**config.mk**
```make
export PLATFORM = sky130hd
export DESIGN_NAME = life_automaton_generation_flat
export DESIGN_NICKNAME = d
export VERILOG_FILES = /design/src/design/lcg_pkg.sv /design/src/design/lcg_if.sv /design/src/design/lcg_front.sv /design/src/design/lcg_queue.sv /design/src/design/lcg_back.sv /design/src/design/life_automaton_generation.sv /design/src/flat_wrapper.sv
export SDC_FILE = /design/constraint.sdc
export NUM_CORES = 1
export LEC_CHECK = 0
export BUFFER_PORTS_ARGS = -buffer_cell sky130_fd_sc_hd__buf_4
export CAP_MARGIN = 20
export CORE_ASPECT_RATIO = 1.75
export CORE_MARGIN = 5
export CORE_UTILIZATION = 48
export DETAILED_ROUTE_END_ITERATION = 8
export PLACE_DENSITY = 0.61
export SLEW_MARGIN = 15
export SYNTH_ARGS = -nofsm -noshare
export SYNTH_HDL_FRONTEND = slang
export SYNTH_SLANG_ARGS = --single-unit
```
**constraint.sdc**
```tcl
create_clock -name i_clk -period 18.5 [get_ports i_clk]
set_clock_uncertainty 0.05 [all_clocks]
set_input_delay 0.925 -clock i_clk [delete_from_list [all_inputs] [get_ports i_clk]]
set_output_delay 0.925 -clock i_clk [all_outputs]
set_load 0.03 [all_outputs]
```
**src/design/lcg_pkg.sv**
```systemverilog
package lcg_pkg;

    localparam int LCG_MAX_COLS  = 32;
    localparam int LCG_MAX_ROWS  = 4096;
    localparam int LCG_COL_W     = $clog2(LCG_MAX_COLS);
    localparam int LCG_COLS_W    = $clog2(LCG_MAX_COLS + 1);
    localparam int LCG_ROW_W     = 12;
    localparam int LCG_ROWS_W    = 13;
    localparam int LCG_QDEPTH    = 4;
    localparam int LCG_QPTR_W    = $clog2(LCG_QDEPTH);
    localparam int LCG_QCNT_W    = $clog2(LCG_QDEPTH + 1);
    localparam int LCG_ADDR_W    = 3;
    localparam int LCG_DATA_W    = 32;
    localparam int LCG_LIVE_LO   = 2;
    localparam int LCG_LIVE_HI   = 3;
    localparam int LCG_SHIFT_W   = LCG_MAX_COLS + 2;

    localparam logic LCG_REG_ROWS = 1'b0;
    localparam logic LCG_REG_COLS = 1'b1;

    typedef struct packed {
        logic                    has_a;
        logic                    alive_a;
        logic                    has_b;
        logic                    alive_b;
        logic [LCG_ROW_W-1:0]    row;
        logic [LCG_COL_W-1:0]    col;
        logic                    flush;
        logic [LCG_ROW_W-1:0]    frow;
        logic [LCG_COL_W-1:0]    flast;
        logic [LCG_MAX_COLS-1:0] fold;
        logic [LCG_MAX_COLS-1:0] fnew;
    } t_job;

    function automatic logic life_rule(input logic [8:0] w);
        logic [3:0] n;
        n = '0;
        for (int b = 0; b < 9; b++) begin
            if (b != 4) begin
                n = n + 4'(w[b]);
            end
        end
        return (n == 4'(LCG_LIVE_HI)) || (w[4] && (n == 4'(LCG_LIVE_LO)));
    endfunction

    function automatic logic [LCG_COLS_W-1:0] eff_cols(input logic [LCG_COLS_W-1:0] v);
        logic [LCG_COLS_W-1:0] r;
        r = v;
        if (v == '0) begin
            r = LCG_COLS_W'(1);
        end else if (v > LCG_COLS_W'(LCG_MAX_COLS)) begin
            r = LCG_COLS_W'(LCG_MAX_COLS);
        end
        return r;
    endfunction

    function automatic logic [LCG_ROWS_W-1:0] eff_rows(input logic [LCG_ROWS_W-1:0] v);
        logic [LCG_ROWS_W-1:0] r;
        r = v;
        if (v == '0) begin
            r = LCG_ROWS_W'(1);
        end else if (v > LCG_ROWS_W'(LCG_MAX_ROWS)) begin
            r = LCG_ROWS_W'(LCG_MAX_ROWS);
        end
        return r;
    endfunction

endpackage

```
**src/design/lcg_if.sv**
```systemverilog
interface lcg_cell_if;
    logic valid;
    logic ready;
    logic cell_alive;

    modport source (output valid, output cell_alive, input ready);
    modport sink   (input valid, input cell_alive, output ready);
endinterface

interface lcg_result_if;
    logic                          valid;
    logic                          ready;
    logic                          next_alive;
    logic [lcg_pkg::LCG_ROW_W-1:0] out_row;
    logic [lcg_pkg::LCG_COL_W-1:0] out_col;
    logic                          last_in_run;
    logic                          end_of_grid;

    modport source (output valid, output next_alive, output out_row, output out_col,
                    output last_in_run, output end_of_grid, input ready);
    modport sink   (input valid, input next_alive, input out_row, input out_col,
                    input last_in_run, input end_of_grid, output ready);
endinterface

```
**src/design/lcg_front.sv**
```systemverilog
module lcg_front (
    input  logic                            i_clk,
    input  logic                            i_rst_n,
    input  logic [lcg_pkg::LCG_ROWS_W-1:0]  i_grid_rows,
    input  logic [lcg_pkg::LCG_COLS_W-1:0]  i_grid_cols,
    input  logic                            i_full,
    lcg_cell_if.sink                        i_cell,
    output logic                            o_push,
    output lcg_pkg::t_job                   o_job
);

    logic [lcg_pkg::LCG_MAX_COLS-1:0] r_old;
    logic [lcg_pkg::LCG_MAX_COLS-1:0] r_new;
    logic [8:0]                       r_win;
    logic [lcg_pkg::LCG_COL_W-1:0]    r_col;
    logic [lcg_pkg::LCG_ROW_W-1:0]    r_row;

    logic [lcg_pkg::LCG_COL_W-1:0]    n_col;
    logic [lcg_pkg::LCG_ROW_W-1:0]    n_row;
    logic [8:0]                       n_win;
    logic [lcg_pkg::LCG_MAX_COLS-1:0] n_old;
    logic [lcg_pkg::LCG_MAX_COLS-1:0] n_new;

    logic [lcg_pkg::LCG_COLS_W-1:0]   cols;
    logic [lcg_pkg::LCG_ROWS_W-1:0]   rows;
    logic                             restart;
    logic [lcg_pkg::LCG_COL_W-1:0]    j;
    logic [lcg_pkg::LCG_ROW_W-1:0]    i;
    logic                             a_bit;
    logic                             b_bit;
    logic [8:0]                       win_base;
    logic                             accept;
    logic                             last_cell;
    logic                             row_ge1;
    logic                             end_col;
    logic [lcg_pkg::LCG_COLS_W-1:0]   col_inc;
    logic [lcg_pkg::LCG_ROWS_W-1:0]   row_inc;
    logic [lcg_pkg::LCG_MAX_COLS-1:0] col_mask;

    assign cols    = lcg_pkg::eff_cols(i_grid_cols);
    assign rows    = lcg_pkg::eff_rows(i_grid_rows);
    assign restart = ({1'b0, r_col} >= cols) || ({1'b0, r_row} >= rows);
    assign j       = restart ? '0 : r_col;
    assign i       = restart ? '0 : r_row;
    assign row_ge1 = (i != '0);
    assign end_col = ({1'b0, j} == (cols - lcg_pkg::LCG_COLS_W'(1)));
    assign last_cell = end_col && ({1'b0, i} == (rows - lcg_pkg::LCG_ROWS_W'(1)));

    assign i_cell.ready = !i_full;
    assign accept       = i_cell.valid && !i_full;

    always_comb begin
        a_bit    = (i >= lcg_pkg::LCG_ROW_W'(2)) ? r_old[j] : 1'b0;
        b_bit    = row_ge1 ? r_new[j] : 1'b0;
        win_base = (j == '0) ? 9'd0 : r_win;
        n_win    = {i_cell.cell_alive, b_bit, a_bit, win_base[8:3]};
        n_old    = r_old;
        n_new    = r_new;
        n_old[j] = r_new[j];
        n_new[j] = i_cell.cell_alive;
        for (int k = 0; k < lcg_pkg::LCG_MAX_COLS; k++) begin
            col_mask[k] = (lcg_pkg::LCG_COLS_W'(k) < cols);
        end
    end

    always_comb begin
        col_inc = {1'b0, j} + lcg_pkg::LCG_COLS_W'(1);
        row_inc = {1'b0, i} + lcg_pkg::LCG_ROWS_W'(1);
        n_col   = col_inc[lcg_pkg::LCG_COL_W-1:0];
        n_row   = i;
        if (col_inc >= cols) begin
            n_col = '0;
            n_row = (row_inc >= rows) ? '0 : row_inc[lcg_pkg::LCG_ROW_W-1:0];
        end
    end

    always_comb begin
        o_job.has_a   = row_ge1 && (j != '0);
        o_job.alive_a = lcg_pkg::life_rule(n_win);
        o_job.has_b   = row_ge1 && end_col;
        o_job.alive_b = lcg_pkg::life_rule({3'b000, n_win[8:3]});
        o_job.row     = i - lcg_pkg::LCG_ROW_W'(1);
        o_job.col     = j;
        o_job.flush   = last_cell;
        o_job.frow    = i;
        o_job.flast   = j;
        o_job.fold    = row_ge1 ? (n_old & col_mask) : '0;
        o_job.fnew    = n_new & col_mask;
        o_push        = accept && (o_job.has_a || o_job.has_b || last_cell);
    end

    always_ff @(posedge i_clk) begin
        if (!i_rst_n) begin
            r_col <= '0;
            r_row <= '0;
            r_win <= '0;
        end else if (accept) begin
            r_col <= n_col;
            r_row <= n_row;
            r_win <= n_win;
        end
    end

    always_ff @(posedge i_clk) begin
        if (accept) begin
            r_old <= n_old;
            r_new <= n_new;
        end
    end

endmodule

```
**src/design/lcg_queue.sv**
```systemverilog
module lcg_queue (
    input  logic          i_clk,
    input  logic          i_rst_n,
    input  logic          i_push,
    input  lcg_pkg::t_job i_job,
    input  logic          i_pop,
    output logic          o_full,
    output logic          o_empty,
    output lcg_pkg::t_job o_job
);

    lcg_pkg::t_job                   r_mem [lcg_pkg::LCG_QDEPTH];
    logic [lcg_pkg::LCG_QPTR_W-1:0]  r_wp;
    logic [lcg_pkg::LCG_QPTR_W-1:0]  r_rp;
    logic [lcg_pkg::LCG_QCNT_W-1:0]  r_cnt;
    logic [lcg_pkg::LCG_QCNT_W-1:0]  n_cnt;
    logic                            do_push;
    logic                            do_pop;

    assign o_full  = (r_cnt == lcg_pkg::LCG_QCNT_W'(lcg_pkg::LCG_QDEPTH));
    assign o_empty = (r_cnt == '0);
    assign o_job   = r_mem[r_rp];
    assign do_push = i_push && !o_full;
    assign do_pop  = i_pop && !o_empty;

    always_comb begin
        case ({do_push, do_pop})
            2'b10:   n_cnt = r_cnt + lcg_pkg::LCG_QCNT_W'(1);
            2'b01:   n_cnt = r_cnt - lcg_pkg::LCG_QCNT_W'(1);
            default: n_cnt = r_cnt;
        endcase
    end

    always_ff @(posedge i_clk) begin
        if (!i_rst_n) begin
            r_wp  <= '0;
            r_rp  <= '0;
            r_cnt <= '0;
        end else begin
            r_cnt <= n_cnt;
            if (do_push) begin
                r_wp <= r_wp + lcg_pkg::LCG_QPTR_W'(1);
            end
            if (do_pop) begin
                r_rp <= r_rp + lcg_pkg::LCG_QPTR_W'(1);
            end
        end
    end

    always_ff @(posedge i_clk) begin
        if (do_push) begin
            r_mem[r_wp] <= i_job;
        end
    end

endmodule

```
**src/design/lcg_back.sv**
```systemverilog
module lcg_back (
    input  logic          i_clk,
    input  logic          i_rst_n,
    input  logic          i_empty,
    input  lcg_pkg::t_job i_job,
    output logic          o_pop,
    lcg_result_if.source  o_result
);

    logic                            r_busy;
    logic                            r_pa;
    logic                            r_pb;
    logic                            r_pf;
    logic                            r_alive_a;
    logic                            r_alive_b;
    logic [lcg_pkg::LCG_ROW_W-1:0]   r_row;
    logic [lcg_pkg::LCG_COL_W-1:0]   r_col;
    logic [lcg_pkg::LCG_ROW_W-1:0]   r_frow;
    logic [lcg_pkg::LCG_COL_W-1:0]   r_flast;
    logic [lcg_pkg::LCG_COL_W-1:0]   r_fc;
    logic [lcg_pkg::LCG_SHIFT_W-1:0] r_sold;
    logic [lcg_pkg::LCG_SHIFT_W-1:0] r_snew;

    logic                          r_ovalid;
    logic                          r_onext;
    logic [lcg_pkg::LCG_ROW_W-1:0] r_orow;
    logic [lcg_pkg::LCG_COL_W-1:0] r_ocol;
    logic                          r_olast;
    logic                          r_oeog;

    logic                          adv;
    logic                          em_alive;
    logic [lcg_pkg::LCG_ROW_W-1:0] em_row;
    logic [lcg_pkg::LCG_COL_W-1:0] em_col;
    logic                          em_last;
    logic                          em_eog;
    logic [8:0]                    fwin;

    assign adv   = !r_ovalid || o_result.ready;
    assign o_pop = adv && (!r_busy || em_last) && !i_empty;

    assign fwin = {1'b0, r_snew[2], r_sold[2], 1'b0, r_snew[1], r_sold[1],
                   1'b0, r_snew[0], r_sold[0]};

    always_comb begin
        em_alive = r_alive_a;
        em_row   = r_row;
        em_col   = r_col - lcg_pkg::LCG_COL_W'(1);
        em_last  = 1'b0;
        em_eog   = 1'b0;
        if (r_pa) begin
            em_last = !r_pb && !r_pf;
        end else if (r_pb) begin
            em_alive = r_alive_b;
            em_col   = r_col;
            em_last  = !r_pf;
        end else begin
            em_alive = lcg_pkg::life_rule(fwin);
            em_row   = r_frow;
            em_col   = r_fc;
            em_eog   = (r_fc == r_flast);
            em_last  = em_eog;
        end
        if (!r_busy) begin
            em_last = 1'b0;
        end
    end

    always_ff @(posedge i_clk) begin
        if (!i_rst_n) begin
            r_busy   <= 1'b0;
            r_ovalid <= 1'b0;
        end else if (adv) begin
            r_ovalid <= r_busy;
            r_busy   <= o_pop || (r_busy && !em_last);
        end
    end

    always_ff @(posedge i_clk) begin
        if (adv && r_busy) begin
            r_onext <= em_alive;
            r_orow  <= em_row;
            r_ocol  <= em_col;
            r_olast <= em_last;
            r_oeog  <= em_eog;
        end
        if (o_pop) begin
            r_pa      <= i_job.has_a;
            r_pb      <= i_job.has_b;
            r_pf      <= i_job.flush;
            r_alive_a <= i_job.alive_a;
            r_alive_b <= i_job.alive_b;
            r_row     <= i_job.row;
            r_col     <= i_job.col;
            r_frow    <= i_job.frow;
            r_flast   <= i_job.flast;
            r_fc      <= '0;
            r_sold    <= {1'b0, i_job.fold, 1'b0};
            r_snew    <= {1'b0, i_job.fnew, 1'b0};
        end else if (adv && r_busy) begin
            if (r_pa) begin
                r_pa <= 1'b0;
            end else if (r_pb) begin
                r_pb <= 1'b0;
            end else begin
                r_fc   <= r_fc + lcg_pkg::LCG_COL_W'(1);
                r_sold <= r_sold >> 1;
                r_snew <= r_snew >> 1;
            end
        end
    end

    assign o_result.valid       = r_ovalid;
    assign o_result.next_alive  = r_onext;
    assign o_result.out_row     = r_orow;
    assign o_result.out_col     = r_ocol;
    assign o_result.last_in_run = r_olast;
    assign o_result.end_of_grid = r_oeog;

endmodule

```
**src/design/life_automaton_generation.sv**
```systemverilog
// A result passes through the job queue, the emitter's job registers and the output register.
// One cell per cycle in while the queue is not full; one result per cycle out while the sink is
// ready and jobs are queued; a grid's last cell adds one result per column.
// The four-entry job queue between classifier and emitter absorbs those bursts.
// Reset (synchronous, active low): position, window, queue and output valid clear;
// grid size returns to 8 x 8; line buffers keep their contents.
module life_automaton_generation (
    input  logic                            i_clk,
    input  logic                            i_rst_n,
    input  logic                            psel,
    input  logic                            penable,
    input  logic                            pwrite,
    input  logic [lcg_pkg::LCG_ADDR_W-1:0]  paddr,
    input  logic [lcg_pkg::LCG_DATA_W-1:0]  pwdata,
    output logic [lcg_pkg::LCG_DATA_W-1:0]  prdata,
    output logic                            pready,
    lcg_cell_if.sink                        i_cell,
    lcg_result_if.source                    o_result
);

    logic [lcg_pkg::LCG_ROWS_W-1:0] r_grid_rows;
    logic [lcg_pkg::LCG_COLS_W-1:0] r_grid_cols;
    logic                           wr_en;

    logic          push;
    logic          pop;
    logic          full;
    logic          empty;
    lcg_pkg::t_job front_job;
    lcg_pkg::t_job head_job;

    assign pready = 1'b1;
    assign wr_en  = psel && penable && pwrite;

    always_ff @(posedge i_clk) begin
        if (!i_rst_n) begin
            r_grid_rows <= lcg_pkg::LCG_ROWS_W'(8);
            r_grid_cols <= lcg_pkg::LCG_COLS_W'(8);
        end else if (wr_en) begin
            case (paddr[2])
                lcg_pkg::LCG_REG_ROWS: r_grid_rows <= pwdata[lcg_pkg::LCG_ROWS_W-1:0];
                lcg_pkg::LCG_REG_COLS: r_grid_cols <= pwdata[lcg_pkg::LCG_COLS_W-1:0];
                default: ;
            endcase
        end
    end

    always_comb begin
        case (paddr[2])
            lcg_pkg::LCG_REG_ROWS: prdata = lcg_pkg::LCG_DATA_W'(r_grid_rows);
            lcg_pkg::LCG_REG_COLS: prdata = lcg_pkg::LCG_DATA_W'(r_grid_cols);
            default:               prdata = '0;
        endcase
    end

    lcg_front u_front (
        .i_clk       (i_clk),
        .i_rst_n     (i_rst_n),
        .i_grid_rows (r_grid_rows),
        .i_grid_cols (r_grid_cols),
        .i_full      (full),
        .i_cell      (i_cell),
        .o_push      (push),
        .o_job       (front_job)
    );

    lcg_queue u_queue (
        .i_clk   (i_clk),
        .i_rst_n (i_rst_n),
        .i_push  (push),
        .i_job   (front_job),
        .i_pop   (pop),
        .o_full  (full),
        .o_empty (empty),
        .o_job   (head_job)
    );

    lcg_back u_back (
        .i_clk    (i_clk),
        .i_rst_n  (i_rst_n),
        .i_empty  (empty),
        .i_job    (head_job),
        .o_pop    (pop),
        .o_result (o_result)
    );

endmodule

```
**src/flat_wrapper.sv**
```systemverilog
// flat-port wrapper written by rule: the top's interface ports become plain ports
module life_automaton_generation_flat 
  (i_clk, i_rst_n, psel, penable, pwrite, paddr, pwdata, prdata, pready, i_cell_valid, i_cell_cell_alive, i_cell_ready, o_result_valid, o_result_next_alive, o_result_out_row, o_result_out_col, o_result_last_in_run, o_result_end_of_grid, o_result_ready);
  lcg_cell_if i_cell_i ();
  lcg_result_if o_result_i ();
  input  logic i_clk;
  input  logic i_rst_n;
  input  logic psel;
  input  logic penable;
  input  logic pwrite;
  input  logic [lcg_pkg::LCG_ADDR_W-1:0] paddr;
  input  logic [lcg_pkg::LCG_DATA_W-1:0] pwdata;
  output logic [lcg_pkg::LCG_DATA_W-1:0] prdata;
  output logic pready;
  input wire logic [$bits(i_cell_i.valid)-1:0] i_cell_valid;
  input wire logic [$bits(i_cell_i.cell_alive)-1:0] i_cell_cell_alive;
  output wire logic [$bits(i_cell_i.ready)-1:0] i_cell_ready;
  output wire logic [$bits(o_result_i.valid)-1:0] o_result_valid;
  output wire logic [$bits(o_result_i.next_alive)-1:0] o_result_next_alive;
  output wire logic [$bits(o_result_i.out_row)-1:0] o_result_out_row;
  output wire logic [$bits(o_result_i.out_col)-1:0] o_result_out_col;
  output wire logic [$bits(o_result_i.last_in_run)-1:0] o_result_last_in_run;
  output wire logic [$bits(o_result_i.end_of_grid)-1:0] o_result_end_of_grid;
  input wire logic [$bits(o_result_i.ready)-1:0] o_result_ready;
  assign i_cell_i.valid = i_cell_valid;
  assign i_cell_i.cell_alive = i_cell_cell_alive;
  assign i_cell_ready = i_cell_i.ready;
  assign o_result_valid = o_result_i.valid;
  assign o_result_next_alive = o_result_i.next_alive;
  assign o_result_out_row = o_result_i.out_row;
  assign o_result_out_col = o_result_i.out_col;
  assign o_result_last_in_run = o_result_i.last_in_run;
  assign o_result_end_of_grid = o_result_i.end_of_grid;
  assign o_result_i.ready = o_result_ready;
  life_automaton_generation u_core (.i_clk(i_clk), .i_rst_n(i_rst_n), .psel(psel), .penable(penable), .pwrite(pwrite), .paddr(paddr), .pwdata(pwdata), .prdata(prdata), .pready(pready), .i_cell(i_cell_i), .o_result(o_result_i));
endmodule
```
* After elaboration in Yosys (flattened, before gate mapping)
Memory sizes are Yosys's and may differ from the RTL's. A register that Yosys moved wholly into a read port is not among the register bits.
Cells that the tools add are included.
** Word-level totals
- Flip-flop bits (word level) :: 248
- Bits in writable memories :: 412
- Output and inout port bits :: 55
- Memories :: 1
** Memories
- u_core.u_queue.r_mem :: words 4, bits a word 103, read ports 1, clocked after Yosys merged registers in 1, wr ports 1, line lcg_queue.sv:12 : lcg_pkg::t_job r_mem [lcg_pkg::LCG_QDEPTH];
** Cells by class
- Add/sub/neg operators :: 26
- $lt $le $gt $ge :: 41
- Eq/ne operators :: 14
- Multiplexer cells :: 59
- Bitwise gates (word level) :: 5
- Reductions and logical operators :: 48
** Operators with widths (number)
- 33-bit two-way mux :: 8
- 5-bit by 6-bit less-than comparator with 1-bit output (first input constant) :: 16
- 32-bit bitwise AND :: 2
- 32-bit bitwise mux :: 2
- 32-bit case mux with 2 select lines :: 1
- 12-bit two-way mux :: 5
- 4-bit by 6-bit less-than comparator with 1-bit output (first input constant) :: 8
- 4-bit two-way mux :: 10
- 4-bit by 1-bit adder with 4-bit output :: 9
- 32-bit two-way mux :: 1
- 13-bit two-way mux :: 2
- 4-bit by 2-bit == test with 1-bit output (second input constant) :: 6
- 3-bit by 6-bit less-than comparator with 1-bit output (first input constant) :: 4
- 5-bit two-way mux :: 4
- 1-bit logical AND :: 18
- 1-bit two-way mux :: 17
- 12-bit by 1-bit adder with 13-bit output (second input constant) :: 1
- 12-bit by 13-bit == test with 1-bit output :: 1
- 12-bit by 13-bit greater-or-equal comparator with 1-bit output :: 1
- 13-bit greater-or-equal comparator :: 1
- 13-bit greater-than comparator (second input constant) :: 1
- 13-bit logical NOT :: 1
- 13-bit by 1-bit subtractor with 13-bit output (second input constant) :: 1
- 12-bit by 2-bit greater-or-equal comparator with 1-bit output (second input constant) :: 1
- 42 further kinds :: 72

* Logic depth before layout (Yosys ltp)
- Depth after elaboration :: 19
- Gate-level depth with buffers :: 34

* Cells and area by module
A second synthesis with hierarchy kept.
** Unflattened totals
- Cell total of the unflattened synthesis :: 2052
- Area total of the unflattened synthesis :: 30251.5 um2
** Modules (own cells, without submodules)
- lcg_queue :: instances 1, cells each 592, area each 15421.0 um2, seq. area each 12552.0 um2
- lcg_front :: instances 1, cells each 909, area each 7938.9 um2, seq. area each 2382.3 um2
- lcg_back :: instances 1, cells each 437, area each 5846.9 um2, seq. area each 3873.7 um2
- life_automaton_generation :: instances 1, cells each 114, area each 1044.8 um2, seq. area each 380.4 um2

* Worst setup path before layout
No wires, ideal clock.
- Path kind :: register to register
- Start :: reg u_core.r_grid_rows[9] in the netlist's numbering
- End :: mem u_core.u_queue.r_mem[0][0] in the netlist's numbering, enable pin
- Library setup time :: 0.468 ns
- Arrival time :: 6.709 ns
- Data required time :: 17.982 ns
- Path slack :: 11.274 ns
- Stages on the path, launching flop included :: 22
- Clock period less this slack :: 7.226 ns
- Cell sequence :: dfxtp_1 > clkbuf_1 > nor4_2 > and4b_1 > a21oi_1 > or2_2 > inv_1 > ha_1 > and3_4 > a211oi_2 > and4_4 > buf_6 > buf_2 > buf_2 > nand2_1 > inv_1 > ha_1 > o21ai_0 > or4_1 > nor4_4 > o21a_4 > and2_1
** RTL lines
- start, declared :: line life_automaton_generation.sv:21 : logic [lcg_pkg::LCG_ROWS_W-1:0] r_grid_rows;
- start signal, assigned :: line life_automaton_generation.sv:37 : r_grid_rows <= lcg_pkg::LCG_ROWS_W'(8);
- start signal, assigned :: line life_automaton_generation.sv:41 : lcg_pkg::LCG_REG_ROWS: r_grid_rows <= pwdata[lcg_pkg::LCG_ROWS_W-1:0];
- end, declared :: line lcg_queue.sv:12

==> impl_metrics.py <==
metrics = {
    "min_path": {
        "hold_path_class": "reg2reg",
        "hp-start": "u_core.u_front.r_win[8]",
    },
    "floorplan": {
        "die-area_um2": 65600,
        "initial_utilization_pct": 48.3,
        "core_um2": 60000,
        "die_x_um": 196,
        "die_h_um": 335,
        "rows": 119,
        "io_pins": 98,
    },
    "setup_path": {
        "criticalPathCategory": "reg2reg",
        "crit_arrival_ns": 7.97,
        "rr_startpoint": "u_core.r_grid_cols[2]",
        "cp_cell_sequence": "buf_4 > nor2b_1 > inv_1 > ha_1 > nand2_1 > o21ai_0 > nand4_1 > and4_4 > nand2_1 > inv_1 > ha_1 > o21ai_0 > or4_4 > nor4_4 > o21a_4 > and2_4 > buf_4",
        "critPathMaxStageDelay_ns": 0.93,
        "crit_buf_inv": 4,
        "crit_path_start": "u_core.r_grid_cols[2]",
        "startpoint_type": "register",
        "crit_fanout": 60,
        "end_kind": "register",
        "crit_required_ns": 18.69,
        "cp_slowest_cell": "buf_4",
        "critPathTopFamily": "simple AND/OR/NAND/NOR gates",
    },
    "yosys": {
        "ys_types": 78,
        "synth_top_area_cell": "edfxtp_1",
        "ys.flop_type": "edfxtp_1",
        "synthCells": 2098,
        "yosys_warnings": 0,
        "synth_area_leaders": "edfxtp_1, mux4_2, dfxtp_1",
        "synth-edff-count": 574,
        "yosysSeqAreaShare_pct": 63.6,
        "netlist_area_um2": 29000,
        "synth_top_area_share_pct": 59.4,
        "async_reset_ff_share_pct": 0,
        "ys_ff_latch": 634,
        "avgSynthCellArea_um2": 13.8,
    },
    "sta": {
        "max_freq_ghz": 0.129,
        "min_period_ns": 7.78,
        "finalMaxSlewViolations": 0,
        "tightest_slew_ns": 1.08,
        "hold_slack_ns": 0.427,
        "relSlewSlack_pct": 27.2,
        "finalSetupViolations": 0,
        "period_share_pct": 42.1,
        "rsz0062_at_grt": "false",
        "fin_setup_tns_ns": 0,
        "hold_viol": 0,
    },
    "clocking": {
        "clk_path_buf_depth": 3,
        "cts.sinks": 634,
        "holdBufCountCts": 0,
        "numCtsBuffers": 55,
        "cts_tree": "built",
        "clock_latency_ns": 0.64,
        "cts-resized-gates": 0,
        "htree_levels": 2,
        "cts-root-buf": "clkbuf_16",
        "cts_setup_buffers": 0,
        "clk_pin_slew_ns": 0.07,
    },
    "routing": {
        "antenna_left": 0,
        "wl_met3_um": 2550,
        "drt-initial-drc-count": 1411,
        "dr_wl_met2_um": 38600,
        "first_pass_iters": 5,
        "wire_per_inst_um": 23.9,
        "drc_errors": 0,
        "topRoutingLayerUsed": "met4",
        "drt-met1-wl_um": 25900,
        "wl_um": 70200,
        "routed_via_density": 5.97,
        "vias": 17484,
    },
    "global_route": {
        "grt_max_degree": 73,
        "grt_overflow": 0,
        "grt_pass1_vias": 18129,
        "grtUsageTotal_pct": 21.2,
        "antenna_found_initial": 0,
        "grt_first_pass_wirelength_um": 108000,
    },
    "final_layout": {
        "fin_nets": 2216,
        "antenna_cells": 0,
        "layout_commonest_cell": "edfxtp_1",
        "drive_gt1_share_pct": 16.8,
        "syn2layout_area_growth_pct": 9.62,
        "num-fill-cells": 5021,
        "final_cell_mix": "edfxtp_1, nand2_1, mux4_2",
    },
    "outcome": {
        "outcome": "finished, final reports clean",
    },
    "power_and_ir_drop": {
        "leakage_nw": 10.7,
        "vdd_drop_max_mv": 0.0933,
        "power_density_nw_per_um2": 102,
    },
    "placed_design": {
        "hpwl_um": 45100,
        "gp_congestion": 0.891,
        "place.port_buffers": 56,
    },
    "job": {
        "maxCapViolCount": 0,
    },
}
==> final timing paths <==
kind,endpoint,slack (ns),cells past startpoint
min,u_core.u_front.r_win[8],0.43,2
max,u_core.u_queue.r_mem[2][37],10.72,17
min reg2reg,u_core.u_front.r_win[8],0.43,2
max reg2reg,u_core.u_queue.r_mem[2][37],10.72,17
==> where the power goes <==
group,switching (W),internal (W)
sequential,0.0000445,0.00165
clock,0.000525,0.000634
combinational,0.000266,0.000139
==> logic make-up after synthesis <==
logic type / count (synthesis) / synth area share (%)
XOR/XNOR: 46 / 1.39
AND/OR/NAND/NOR: 638 / 10.5
buffers and inverters: 217 / 3.26
adder cells (fa/ha/maj): 74 / 3.42
other: 2 / 0.0259
multiplexers: 166 / 10.3
flip-flops: 634 / 63.6
AO/OA/AOI/OAI: 321 / 7.57
==> per-stage QoR <==
stage | setup slack, ns | cells | total power, W | util [%] | cell area, um2
2_1_floorplan | 11.27 | 2116 | 0.00200 | - | 29100
3_3_place_gp | 10.69 | 2828 | 0.00213 | 50.0 | 30000
3_5_place_dp | 10.60 | 2828 | 0.00214 | 50.0 | 30000
4_1_cts | 10.61 | 2931 | 0.00329 | 53.0 | 31800
5_1_grt | 10.28 | 2931 | 0.00338 | 53.0 | 31800
6_report | 10.72 | 2931 | 0.00326 | 53.0 | 31800
==> per-layer routing <==
| layer | global-route usage, % | vias up |
|---|---|---|
| met5 | 0 | - |
| met4 | 8.71 | 0 |
| met3 | 2.12 | 159 |
| met2 | 40.1 | 479 |
| met1 | 24.4 | 8962 |
| li1 | - | 7884 |
==> worst reg2reg max path, delay by kind of cell (launching register included) <==
family | cells | cell delay (ns)
AOI/OAI and AO/OA | 3 | 0.63
adders and majority gates | 2 | 0.76
buffers and inverters | 4 | 1.79
DFF | 1 | 0.36
and+or+nand+nor | 8 | 3.78
==> flip-flops by register name (all words and copies together) (netlist names), 2 cells and up, named ones only <==
register                        flops
u_core.u_queue.r_mem              392
u_core.u_back.r_snew               33
u_core.u_back.r_sold               33
u_core.u_front.r_new               32
u_core.u_front.r_old               32
u_core.r_grid_rows                 13
u_core.u_back.o_result.out_row     12
u_core.u_back.r_frow               12
u_core.u_back.r_row                12
u_core.u_front.r_row               12
u_core.r_grid_cols                  6
u_core.u_front.r_win                6
u_core.u_back.o_result.out_col      5
u_core.u_back.r_col                 5
u_core.u_back.r_fc                  5
u_core.u_front.r_col                5
u_core.u_queue.r_cnt                3
u_core.u_queue.r_rp                 2
u_core.u_queue.r_wp                 2
==> synthesized netlist by cell type (all sizes together), types with 7 or more instances <==
cell     number
a31oi        41
a2111oi      15
a21boi       37
ha           65
o21ai        61
buf          51
or2           8
a22oi        14
edfxtp      574
nor2         87
a211o        11
fa            9
nor3         27
mux4        102
nand3       100
or3          13
dfxtp        60
mux2         42
mux2i        22
and2         32
inv          54
nand2b        8
nand4        12
xnor2        30
a211oi        7
xor2         16
nor4         16
clkbuf      108
o31ai         8
o21a          7
a21oi        76
nor2b        36
a21o         14
nand2       276
==> layout make-up <==
| class | instances | area, um2 | area share, % |
|---|---|---|---|
| Clock buffer | 65 | 1410 | 4.45 |
| Clock inverter | 38 | 379 | 1.19 |
| Inverter | 58 | 225 | 0.708 |
| Multi-Input combinational cell | 1265 | 9720 | 30.6 |
| Sequential cell | 634 | 18400 | 58.0 |
| Tap cell | 786 | 983 | 3.09 |
| Timing Repair Buffer | 85 | 638 | 2.01 |
Note: power is estimated with default switching activity, not from simulation.
